<file path="src/rtl/core/ifhr_pkg.sv">
// Shared constants, status codes and control types of the fragment reassembly block.
package ifhr_pkg;

  localparam int NUM_SLOTS_DEF = 16;
  localparam int MAX_HOLES_DEF = 8;

  localparam logic [15:0] MAX_BYTES_RST = 16'd1000;
  localparam int          HOLES_SAT     = 15;

  localparam logic [1:0] ST_PLACED  = 2'd0;
  localparam logic [1:0] ST_NO_HOLE = 2'd1;
  localparam logic [1:0] ST_FULL    = 2'd2;
  localparam logic [1:0] ST_INVALID = 2'd3;

  typedef struct packed {
    logic accept;
    logic cfg_wr;
    logic init_rst;
    logic init_wr;
    logic scan_clr;
    logic scan_step;
    logic commit;
  } ifhr_cmd_t;

  typedef struct packed {
    logic init_last;
    logic scan_last;
    logic out_free;
  } ifhr_sts_t;

endpackage

</file>
<file path="src/rtl/core/ifhr_ram.sv">
// Generic single-write, single-read RAM with registered read data.
module ifhr_ram #(
  parameter int WIDTH = 32,
  parameter int DEPTH = 16
) (
  input  logic                                  clk,
  input  logic                                  we,
  input  logic [((DEPTH > 1) ? $clog2(DEPTH) : 1)-1:0] waddr,
  input  logic [WIDTH-1:0]                      wdata,
  input  logic [((DEPTH > 1) ? $clog2(DEPTH) : 1)-1:0] raddr,
  output logic [WIDTH-1:0]                      rdata
);

  logic [WIDTH-1:0] mem_r [DEPTH];

  always_ff @(posedge clk) begin
    if (we) begin
      mem_r[waddr] <= wdata;
    end
    rdata <= mem_r[raddr];
  end

endmodule

</file>
<file path="src/rtl/core/ifhr_ctrl.sv">
// Controller state machine: table initialization sweep, fragment read, hole scan and writeback.
module ifhr_ctrl (
  input  logic                clk,
  input  logic                rst_n,
  input  logic                in_valid,
  output logic                in_stall,
  input  logic                cfg_valid,
  output logic                cfg_ready,
  input  ifhr_pkg::ifhr_sts_t sts,
  output ifhr_pkg::ifhr_cmd_t cmd
);
  import ifhr_pkg::*;

  localparam logic [2:0] S_INIT = 3'd0;
  localparam logic [2:0] S_IDLE = 3'd1;
  localparam logic [2:0] S_READ = 3'd2;
  localparam logic [2:0] S_SCAN = 3'd3;
  localparam logic [2:0] S_DONE = 3'd4;

  logic [2:0] state_r, state_nxt;

  assign cfg_ready = (state_r == S_IDLE) || (state_r == S_INIT);
  assign in_stall  = (state_r != S_IDLE) || cfg_valid;

  always_comb begin
    cmd           = '0;
    cmd.accept    = (state_r == S_IDLE) && in_valid && !cfg_valid;
    cmd.cfg_wr    = cfg_valid && cfg_ready;
    cmd.init_rst  = cfg_valid && cfg_ready;
    cmd.init_wr   = (state_r == S_INIT);
    cmd.scan_clr  = (state_r == S_READ);
    cmd.scan_step = (state_r == S_SCAN);
    cmd.commit    = (state_r == S_DONE) && sts.out_free;
  end

  always_comb begin
    state_nxt = state_r;
    unique case (state_r)
      S_INIT: begin
        if (sts.init_last) state_nxt = S_IDLE;
      end
      S_IDLE: begin
        if (in_valid && !cfg_valid) state_nxt = S_READ;
      end
      S_READ: state_nxt = S_SCAN;
      S_SCAN: begin
        if (sts.scan_last) state_nxt = S_DONE;
      end
      S_DONE: begin
        if (sts.out_free) state_nxt = S_IDLE;
      end
      default: state_nxt = S_INIT;
    endcase
    if (cfg_valid && cfg_ready) state_nxt = S_INIT;
  end

  always_ff @(posedge clk) begin
    if (!rst_n) begin
      state_r <= S_INIT;
    end else begin
      state_r <= state_nxt;
    end
  end

endmodule

</file>
<file path="src/rtl/core/ifhr_dp.sv">
// Datapath: per-slot hole table memory, fragment registers, hole scan, update and result register.
module ifhr_dp #(
  parameter int NUM_SLOTS = ifhr_pkg::NUM_SLOTS_DEF,
  parameter int MAX_HOLES = ifhr_pkg::MAX_HOLES_DEF
) (
  input  logic                clk,
  input  logic                rst_n,
  input  ifhr_pkg::ifhr_cmd_t cmd,
  output ifhr_pkg::ifhr_sts_t sts,
  input  logic [15:0]         cfg_max_datagram_bytes,
  input  logic [3:0]          in_datagram_slot,
  input  logic [12:0]         in_offset_units,
  input  logic [15:0]         in_fragment_length,
  input  logic                in_more_fragments,
  output logic                out_valid,
  input  logic                out_stall,
  output logic [1:0]          out_status,
  output logic [3:0]          out_holes_left,
  output logic                out_complete,
  output logic [15:0]         out_total_bytes
);
  import ifhr_pkg::*;

  localparam int SLOT_W  = (NUM_SLOTS > 1) ? $clog2(NUM_SLOTS) : 1;
  localparam int HIDX_W  = $clog2(MAX_HOLES);
  localparam int CNT_W   = $clog2(MAX_HOLES + 1);
  localparam int LEN_LSB = 1;
  localparam int VAL_LSB = 17;
  localparam int END_LSB = VAL_LSB + MAX_HOLES;
  localparam int STA_LSB = END_LSB + 16 * MAX_HOLES;
  localparam int ROW_W   = STA_LSB + 16 * MAX_HOLES;

  logic [15:0]       max_r;
  logic [SLOT_W-1:0] init_idx_r;
  logic [3:0]        slot_r;
  logic              slot_bad_r;
  logic              range_bad_r;
  logic              more_r;
  logic [15:0]       first_r;
  logic [15:0]       last_r;
  logic [16:0]       end_r;

  logic [HIDX_W-1:0] scan_idx_r;
  logic              hit_found_r, tail_found_r, free_found_r;
  logic [HIDX_W-1:0] hit_idx_r, tail_idx_r, free_idx_r;
  logic [15:0]       hit_s_r, hit_e_r, tail_s_r, tail_e_r;
  logic [CNT_W-1:0]  cnt_r;

  logic              out_valid_r;
  logic [1:0]        out_status_r;
  logic [3:0]        out_holes_r;
  logic              out_complete_r;
  logic [15:0]       out_total_r;

  logic [ROW_W-1:0]  rd_row, wr_row, upd_row, init_row;
  logic              ram_we;
  logic [SLOT_W-1:0] ram_waddr, ram_raddr;

  logic [15:0]          start_a [MAX_HOLES];
  logic [15:0]          end_a   [MAX_HOLES];
  logic [MAX_HOLES-1:0] valid_v;
  logic                 known_c;
  logic [15:0]          len_c;

  logic [15:0]          start_n [MAX_HOLES];
  logic [15:0]          end_n   [MAX_HOLES];
  logic [MAX_HOLES-1:0] valid_n;
  logic                 known_n;
  logic [15:0]          len_n;
  logic [1:0]           status_c;
  logic                 do_wr, dec, inc;
  logic [CNT_W-1:0]     cnt_new;
  logic [3:0]           holes_c;

  logic [15:0] first_w;
  logic [16:0] end_w;
  logic [15:0] sel_s, sel_e;
  logic        sel_v;

  ifhr_ram #(
    .WIDTH(ROW_W),
    .DEPTH(NUM_SLOTS)
  ) u_ram (
    .clk  (clk),
    .we   (ram_we),
    .waddr(ram_waddr),
    .wdata(wr_row),
    .raddr(ram_raddr),
    .rdata(rd_row)
  );

  assign ram_raddr = SLOT_W'(slot_r);
  assign ram_waddr = cmd.init_wr ? init_idx_r : SLOT_W'(slot_r);
  assign ram_we    = cmd.init_wr || (cmd.commit && do_wr);
  assign wr_row    = cmd.init_wr ? init_row : upd_row;

  assign first_w = {in_offset_units, 3'b000};
  assign end_w   = {1'b0, first_w} + {1'b0, in_fragment_length};

  // Unpack the slot row into per-hole fields.
  always_comb begin
    known_c = rd_row[0];
    len_c   = rd_row[LEN_LSB +: 16];
    valid_v = rd_row[VAL_LSB +: MAX_HOLES];
    for (int i = 0; i < MAX_HOLES; i++) begin
      start_a[i] = rd_row[STA_LSB + 16 * i +: 16];
      end_a[i]   = rd_row[END_LSB + 16 * i +: 16];
    end
  end

  assign sel_s = start_a[scan_idx_r];
  assign sel_e = end_a[scan_idx_r];
  assign sel_v = valid_v[scan_idx_r];

  // A fresh slot holds one hole covering the configured length, or no hole when that length is zero.
  always_comb begin
    init_row                   = '0;
    init_row[VAL_LSB]          = (max_r != 16'd0);
    init_row[END_LSB +: 16]    = max_r - 16'd1;
  end

  always_comb begin
    for (int i = 0; i < MAX_HOLES; i++) begin
      start_n[i] = start_a[i];
      end_n[i]   = end_a[i];
    end
    valid_n  = valid_v;
    known_n  = known_c;
    len_n    = len_c;
    status_c = ST_PLACED;
    do_wr    = 1'b0;
    dec      = 1'b0;
    inc      = 1'b0;
    if (slot_bad_r || range_bad_r) begin
      status_c = ST_INVALID;
    end else if (more_r || known_c) begin
      if (!more_r && (end_r != {1'b0, len_c})) begin
        status_c = ST_INVALID;
      end else if (!hit_found_r) begin
        status_c = ST_NO_HOLE;
      end else if ((first_r == hit_s_r) && (last_r == hit_e_r)) begin
        valid_n[hit_idx_r] = 1'b0;
        dec                = 1'b1;
        do_wr              = 1'b1;
      end else if (first_r == hit_s_r) begin
        start_n[hit_idx_r] = last_r + 16'd1;
        do_wr              = 1'b1;
      end else if (last_r == hit_e_r) begin
        end_n[hit_idx_r] = first_r - 16'd1;
        do_wr            = 1'b1;
      end else if (!free_found_r) begin
        status_c = ST_FULL;
      end else begin
        valid_n[free_idx_r] = 1'b1;
        start_n[free_idx_r] = last_r + 16'd1;
        end_n[free_idx_r]   = hit_e_r;
        end_n[hit_idx_r]    = first_r - 16'd1;
        inc                 = 1'b1;
        do_wr               = 1'b1;
      end
    end else begin
      // The last fragment sets the length to its own end and trims the tail hole to end before it, or drops it.
      if (!tail_found_r || (first_r < tail_s_r) || (last_r > tail_e_r)) begin
        status_c = ST_NO_HOLE;
      end else begin
        known_n = 1'b1;
        len_n   = end_r[15:0];
        do_wr   = 1'b1;
        if (first_r == tail_s_r) begin
          valid_n[tail_idx_r] = 1'b0;
          dec                 = 1'b1;
        end else begin
          end_n[tail_idx_r] = first_r - 16'd1;
        end
      end
    end
  end

  always_comb begin
    upd_row                    = '0;
    upd_row[0]                 = known_n;
    upd_row[LEN_LSB +: 16]     = len_n;
    upd_row[VAL_LSB +: MAX_HOLES] = valid_n;
    for (int i = 0; i < MAX_HOLES; i++) begin
      upd_row[STA_LSB + 16 * i +: 16] = start_n[i];
      upd_row[END_LSB + 16 * i +: 16] = end_n[i];
    end
  end

  assign cnt_new = cnt_r - CNT_W'(dec) + CNT_W'(inc);
  assign holes_c = (32'(cnt_new) > HOLES_SAT) ? 4'(HOLES_SAT) : 4'(cnt_new);

  assign sts.init_last = (init_idx_r == SLOT_W'(NUM_SLOTS - 1));
  assign sts.scan_last = (scan_idx_r == HIDX_W'(MAX_HOLES - 1));
  assign sts.out_free  = !out_valid_r || !out_stall;

  always_ff @(posedge clk) begin
    if (!rst_n) begin
      max_r      <= MAX_BYTES_RST;
      init_idx_r <= '0;
    end else begin
      if (cmd.cfg_wr) max_r <= cfg_max_datagram_bytes;
      if (cmd.init_rst) begin
        init_idx_r <= '0;
      end else if (cmd.init_wr) begin
        init_idx_r <= sts.init_last ? '0 : init_idx_r + SLOT_W'(1);
      end
    end
  end

  always_ff @(posedge clk) begin
    if (cmd.accept) begin
      slot_r      <= in_datagram_slot;
      slot_bad_r  <= (32'(in_datagram_slot) >= NUM_SLOTS);
      range_bad_r <= (in_fragment_length == 16'd0) || (end_w > 17'h10000);
      more_r      <= in_more_fragments;
      first_r     <= first_w;
      last_r      <= 16'(end_w - 17'd1);
      end_r       <= end_w;
    end
  end

  always_ff @(posedge clk) begin
    if (!rst_n) begin
      scan_idx_r   <= '0;
      hit_found_r  <= 1'b0;
      tail_found_r <= 1'b0;
      free_found_r <= 1'b0;
      cnt_r        <= '0;
    end else if (cmd.scan_clr) begin
      scan_idx_r   <= '0;
      hit_found_r  <= 1'b0;
      tail_found_r <= 1'b0;
      free_found_r <= 1'b0;
      cnt_r        <= '0;
    end else if (cmd.scan_step) begin
      scan_idx_r <= scan_idx_r + HIDX_W'(1);
      if (sel_v) begin
        cnt_r <= cnt_r + CNT_W'(1);
        if (!hit_found_r && (first_r >= sel_s) && (last_r <= sel_e)) begin
          hit_found_r <= 1'b1;
          hit_idx_r   <= scan_idx_r;
          hit_s_r     <= sel_s;
          hit_e_r     <= sel_e;
        end
        if (!tail_found_r || (sel_e > tail_e_r)) begin
          tail_found_r <= 1'b1;
          tail_idx_r   <= scan_idx_r;
          tail_s_r     <= sel_s;
          tail_e_r     <= sel_e;
        end
      end else if (!free_found_r) begin
        free_found_r <= 1'b1;
        free_idx_r   <= scan_idx_r;
      end
    end
  end

  always_ff @(posedge clk) begin
    if (!rst_n) begin
      out_valid_r <= 1'b0;
    end else if (cmd.commit) begin
      out_valid_r <= 1'b1;
    end else if (out_valid_r && !out_stall) begin
      out_valid_r <= 1'b0;
    end
  end

  always_ff @(posedge clk) begin
    if (cmd.commit) begin
      out_status_r <= status_c;
      if (slot_bad_r) begin
        out_holes_r    <= 4'd0;
        out_complete_r <= 1'b0;
        out_total_r    <= 16'd0;
      end else begin
        out_holes_r    <= holes_c;
        out_complete_r <= (cnt_new == '0) && known_n;
        out_total_r    <= known_n ? len_n : 16'd0;
      end
    end
  end

  assign out_valid       = out_valid_r;
  assign out_status      = out_status_r;
  assign out_holes_left  = out_holes_r;
  assign out_complete    = out_complete_r;
  assign out_total_bytes = out_total_r;

endmodule

</file>
<file path="src/rtl/core/ip_fragment_hole_reassembly.sv">
// Top level of the hole-descriptor IP fragment reassembly block.
//
//   Channel | Ports                                   | Transfer when
//   --------+-----------------------------------------+-------------------------
//   in      | in_valid, in_stall, in_* fields         | in_valid && !in_stall
//   out     | out_valid, out_stall, out_* fields      | out_valid && !out_stall
//   cfg     | cfg_valid, cfg_ready, cfg_max_datagram_bytes | cfg_valid && cfg_ready
//
// A fragment passes through the transfer, a slot row read, a scan of each hole entry in turn
// through the shared compare unit, and a writeback.
// After reset and after every configuration write, an initialization sweep writes one
// slot row per cycle until all NUM_SLOTS rows are written, with in_stall held high.
// The result sits in an output register; writeback of the next fragment waits while it is stalled.
// cfg_ready is high only between fragments and during the sweep; an offered write holds in_stall.
module ip_fragment_hole_reassembly #(
  parameter int NUM_SLOTS = ifhr_pkg::NUM_SLOTS_DEF,
  parameter int MAX_HOLES = ifhr_pkg::MAX_HOLES_DEF
) (
  input  logic        clk,
  input  logic        rst_n,
  input  logic        in_valid,
  output logic        in_stall,
  input  logic [3:0]  in_datagram_slot,
  input  logic [12:0] in_offset_units,
  input  logic [15:0] in_fragment_length,
  input  logic        in_more_fragments,
  output logic        out_valid,
  input  logic        out_stall,
  output logic [1:0]  out_status,
  output logic [3:0]  out_holes_left,
  output logic        out_complete,
  output logic [15:0] out_total_bytes,
  input  logic        cfg_valid,
  output logic        cfg_ready,
  input  logic [15:0] cfg_max_datagram_bytes
);
  import ifhr_pkg::*;

  ifhr_cmd_t cmd;
  ifhr_sts_t sts;

  ifhr_ctrl u_ctrl (
    .clk      (clk),
    .rst_n    (rst_n),
    .in_valid (in_valid),
    .in_stall (in_stall),
    .cfg_valid(cfg_valid),
    .cfg_ready(cfg_ready),
    .sts      (sts),
    .cmd      (cmd)
  );

  ifhr_dp #(
    .NUM_SLOTS(NUM_SLOTS),
    .MAX_HOLES(MAX_HOLES)
  ) u_dp (
    .clk                   (clk),
    .rst_n                 (rst_n),
    .cmd                   (cmd),
    .sts                   (sts),
    .cfg_max_datagram_bytes(cfg_max_datagram_bytes),
    .in_datagram_slot      (in_datagram_slot),
    .in_offset_units       (in_offset_units),
    .in_fragment_length    (in_fragment_length),
    .in_more_fragments     (in_more_fragments),
    .out_valid             (out_valid),
    .out_stall             (out_stall),
    .out_status            (out_status),
    .out_holes_left        (out_holes_left),
    .out_complete          (out_complete),
    .out_total_bytes       (out_total_bytes)
  );

endmodule
</file>
<file path="config.mk">
export PLATFORM = sky130hd
export DESIGN_NAME = ip_fragment_hole_reassembly
export DESIGN_NICKNAME = d
export VERILOG_FILES = /design/src/rtl/core/ifhr_pkg.sv /design/src/rtl/core/ifhr_ram.sv /design/src/rtl/core/ifhr_ctrl.sv /design/src/rtl/core/ifhr_dp.sv /design/src/rtl/core/ip_fragment_hole_reassembly.sv
export SDC_FILE = /design/constraint.sdc
export NUM_CORES = 2
export LEC_CHECK = 0
export BUFFER_PORTS_ARGS = -buffer_cell sky130_fd_sc_hd__buf_2
export CORE_ASPECT_RATIO = 1.2
export CORE_MARGIN = 3
export CORE_UTILIZATION = 31
export CTS_CLUSTER_DIAMETER = 120
export DETAILED_ROUTE_END_ITERATION = 10
export PLACE_DENSITY = 0.54
export SLEW_MARGIN = 20
export SYNTH_ARGS = -nofsm -noshare
export SYNTH_HDL_FRONTEND = slang
export SYNTH_HIERARCHICAL = 1
export SYNTH_MEMORY_MAX_BITS = 65536
export SYNTH_SLANG_ARGS = --single-unit
</file>
<file path="constraint.sdc">
create_clock -name clk -period 25.1 [get_ports clk]
set_clock_uncertainty 0.1 [all_clocks]
set_input_delay 2.51 -clock clk [delete_from_list [all_inputs] [get_ports clk]]
set_output_delay 2.51 -clock clk [all_outputs]
set_load 0.05 [all_outputs]
</file>
==> reports/metrics.yaml <==
power:
  power_leakage_nw: 72.16
  swShare_pct: 20.29
  peakVddDrop_v: 0.00008503
  clkPwrFrac_pct: 45.1
  power_density_nw_per_um2: 74.62
  combPwrFrac_pct: 1.1
  seq_power_share_pct: 53.8
  intPower_w: 0.01337
  p_sw_w: 0.003405
clock_tree:
  cts_setup_buffers: 0
  worstSkewPairLatency_ns: 1.09
  cts_resized: 0
  cts.sinks: 4959
  cts_root_buffer: "clkbuf_16"
  clockBufferDepth: 4
  htree_levels: 6
  cts_buffers: 518
  clk_pin_slew_ns: 0.06
  cts_tree: "yes"
  ctsHoldBuffers: 0
synth:
  ys_async_sr_fraction_pct: 0
  postSynthAreaPerCell_um2: 19.36
  netlist_area_um2: 194900
  synth-seq-cells: 4959
  synth_edf_count: 4644
  yosysSeqAreaShare_pct: 74.79
  syn-num-nets: 10220
  synthCells: 10070
  ys_types: 90
  dominantRegCellSynth: "edfxtp_1"
  yosysWarnings: 6
sta:
  hold-worst-slack_ns: 0.4447
  worst_slew_pin_slew_ns: 1.195
  timing.slew.headroom_pct: 18.03
  timing.final.crit_share_pct: 35.25
  rsz0062_at_grt: "no"
  period_needed_ns: 8.847
  fmax_ghz: 0.1130
  hold_viol_final: 0
  finalMaxSlewViolations: 0
  finalSetupViolations: 0
  totalNegativeSetupSlack_ns: 0
  fin_ws_ns: 16.25
worst_setup_path:
  criticalPathCategory: "reg2reg"
  required_ns: 25.65
  cp_max_fo: 42
  crit_arrival_ns: 9.40
  max_stage_delay_ns: 0.80
  cp_cell_sequence: "ha_1 -> a21oi_1 -> o21ai_0 -> a221oi_1 -> nor2_1 -> nor4_4 -> buf_4 -> a21oi_1 -> o31ai_1 -> nand3b_1 -> nor2_4 -> buf_4 -> buf_4 -> buf_4 -> buf_4 -> buf_4"
  startpoint_type: "flip-flop"
  critPathSlowestCell: "buf_4"
  end_kind: "flip-flop"
  cp_common_cell: "buf_4"
cells_and_area:
  final_area_um2: 224800
  utilization_pct: 35.94
  final_common_cell: "edfxtp_1"
  layout-drive-gt1-share_pct: 23.98
  layout.nets: 10680
  area_delta_synth_final_pct: 15.36
  mostFrequentLayoutCells: "edfxtp_1, mux4_2, a22oi_1"
drt:
  dr.first_iter.drc_count: 12170
  remaining_drc_errors: 0
  drt_pass1_iterations: 8
  wl_um: 638900
  via_count: 105100
  wl_per_cell_um: 33.11
  viasPerCell: 5.449
  final_antenna_net_count: 0
hold_path:
  min_path_type: "reg2reg"
global_routing:
  grt_pass1_vias: 108000
  grt.total_usage_pct: 19.60
  grt_pass1_wl_um: 883100
  grt_max_degree: 153
  overflow: 0
  grt_antenna_before_repair: 63
place:
  placed_area_um2: 207600
  gp_congestion: 0.9580
  portBuffers: 80
  dp_hpwl_um: 389900
  preCtsSetupSlack_ns: 15.40
floorplanning:
  design.core.area_um2: 625500
  die_area_um2: 638200
  initial_core_util_pct: 31.16
  die_h_um: 874.6
  rows: 318
  die_w_um: 729.8
  io_pins: 81
job:
  maxCapViolations: 0
run_status:
  status: "finished, final reports clean"
## per-stage QoR
stage                     cells  total power, W
after floorplan           10070        0.009315
after global placement    18310        0.009374
after detailed placement  18320        0.009381
after CTS                 19270         0.01694
after global routing      19290         0.01727
final                     19300         0.01678
## worst max-delay path, delay by kind of cell, from the launching register on
kind,cells,cell delay (ns)
buffers and inverters,6,4.06
AND/OR/NAND/NOR,4,1.62
AO/OA/AOI/OAI,5,1.47
flip-flops,1,0.52
adder cells (fa/ha/maj),1,0.38
## cell type report
type	count	area, µm²
inverter	140	525.5
tap	8320	10410
multi-input combinational	4361	46970
timing repair buffer	542	4274
fill	57640	400600
clock buffer	718	14340
sequential	4959	145800
antenna	20	50.05
clock inverter	235	2476
## power groups by stage
stage	sequential, W	clock (W)	combinational [W]
6_report	0.00903	0.00757	0.000178
5_1_grt	0.00903	0.00806	0.000185
4_1_cts	0.00903	0.00773	0.000178
3_5_place_dp	0.00920	0	0.000177
3_3_place_gp	0.00920	0	0.000176
2_1_floorplan	0.00923	0	0.0000875
## synthesized netlist by cell type, types with 9 or more instances
| cell type | instances | share of area, % |
|---|---|---|
| and3_1 | 13 | 0.042 |
| dfxtp_1 | 315 | 3.2 |
| o21ai_0 | 187 | 0.48 |
| a21oi_1 | 194 | 0.50 |
| nand3b_1 | 13 | 0.050 |
| a22oi_1 | 632 | 2.4 |
| mux2i_1 | 273 | 1.4 |
| buf_4 | 46 | 0.18 |
| nand4_1 | 21 | 0.067 |
| mux4_2 | 1112 | 13 |
| xnor2_1 | 58 | 0.26 |
| a211oi_1 | 28 | 0.11 |
| or4_1 | 13 | 0.050 |
| nand2_1 | 570 | 1.1 |
| nor2b_1 | 32 | 0.10 |
| nand2b_1 | 14 | 0.045 |
| a311oi_1 | 9 | 0.040 |
| mux2_2 | 10 | 0.058 |
| o22ai_1 | 72 | 0.23 |
| nor3_1 | 108 | 0.28 |
| o211ai_1 | 15 | 0.058 |
| a21o_1 | 18 | 0.069 |
| clkbuf_1 | 350 | 0.67 |
| a32o_1 | 11 | 0.057 |
| o221a_2 | 18 | 0.10 |
| o221ai_1 | 10 | 0.045 |
| a221oi_1 | 62 | 0.28 |
| and2_1 | 16 | 0.051 |
| a22o_1 | 12 | 0.054 |
| nand3_1 | 154 | 0.40 |
| edfxtp_1 | 4644 | 72 |
| buf_2 | 126 | 0.32 |
| nor2_1 | 316 | 0.61 |
| or3_1 | 13 | 0.042 |
| buf_1 | 79 | 0.15 |
| xor2_1 | 64 | 0.29 |
| nor4_1 | 22 | 0.071 |
| a31oi_1 | 30 | 0.096 |
| ha_1 | 100 | 0.64 |
| inv_1 | 139 | 0.27 |
| o21a_1 | 15 | 0.058 |
## registers in the layout (all words and copies together) (netlist names), 4 cells and up
name,flops
u_dp/out_total_bytes,16
u_dp/first_r,13
u_dp/ram_raddr,4
u_dp/hit_e_r,16
u_dp/last_r,16
u_dp/u_ram/rdata,281
u_dp/u_ram/mem_r,4496
u_dp/end_r,17
u_dp/out_holes_left,4
u_dp/tail_s_r,16
u_dp/init_idx_r,4
u_dp/max_r,16
u_dp/cnt_r,4
u_dp/hit_s_r,16
u_dp/tail_e_r,16
## metal layers
| metal | up-vias | GRT usage, % | routed length [µm] |
|---|---|---|---|
| met2 | 4460 | 32.92 | 314900 |
| li1 | 42510 | - | - |
| met1 | 57030 | 24.99 | 250100 |
| met4 | 10 | 8.617 | 30590 |
| met5 | - | 0 | 76 |
| met3 | 1131 | 3.273 | 43260 |
## cell families after synthesis
| kind of cell | Yosys count | synth area share [%] |
|---|---|---|
| flip-flops | 4959 | 74.79 |
| AO/OA/AOI/OAI | 1402 | 5.012 |
| adder cells (fa/ha/maj) | 102 | 0.6626 |
| multiplexers | 1395 | 14.31 |
| buffers and inverters | 745 | 1.617 |
| XOR/XNOR | 122 | 0.5483 |
| AND/OR/NAND/NOR | 1340 | 3.055 |
## final timing paths
| path | from | end | slack [ns] | cells after the start |
|---|---|---|---|---|
| worst max-delay path | u_dp/last_r[11] | u_dp/u_ram/mem_r[7][183] | 16.25 | 16 |
| worst min-delay path | u_dp/init_idx_r[3] | u_dp/init_idx_r[3] | 0.44 | 2 |
| worst max register to register | u_dp/last_r[11] | u_dp/u_ram/mem_r[7][183] | 16.25 | 16 |
| worst min register to register | u_dp/init_idx_r[3] | u_dp/init_idx_r[3] | 0.44 | 2 |
Note: power is estimated with default switching activity, not from simulation.
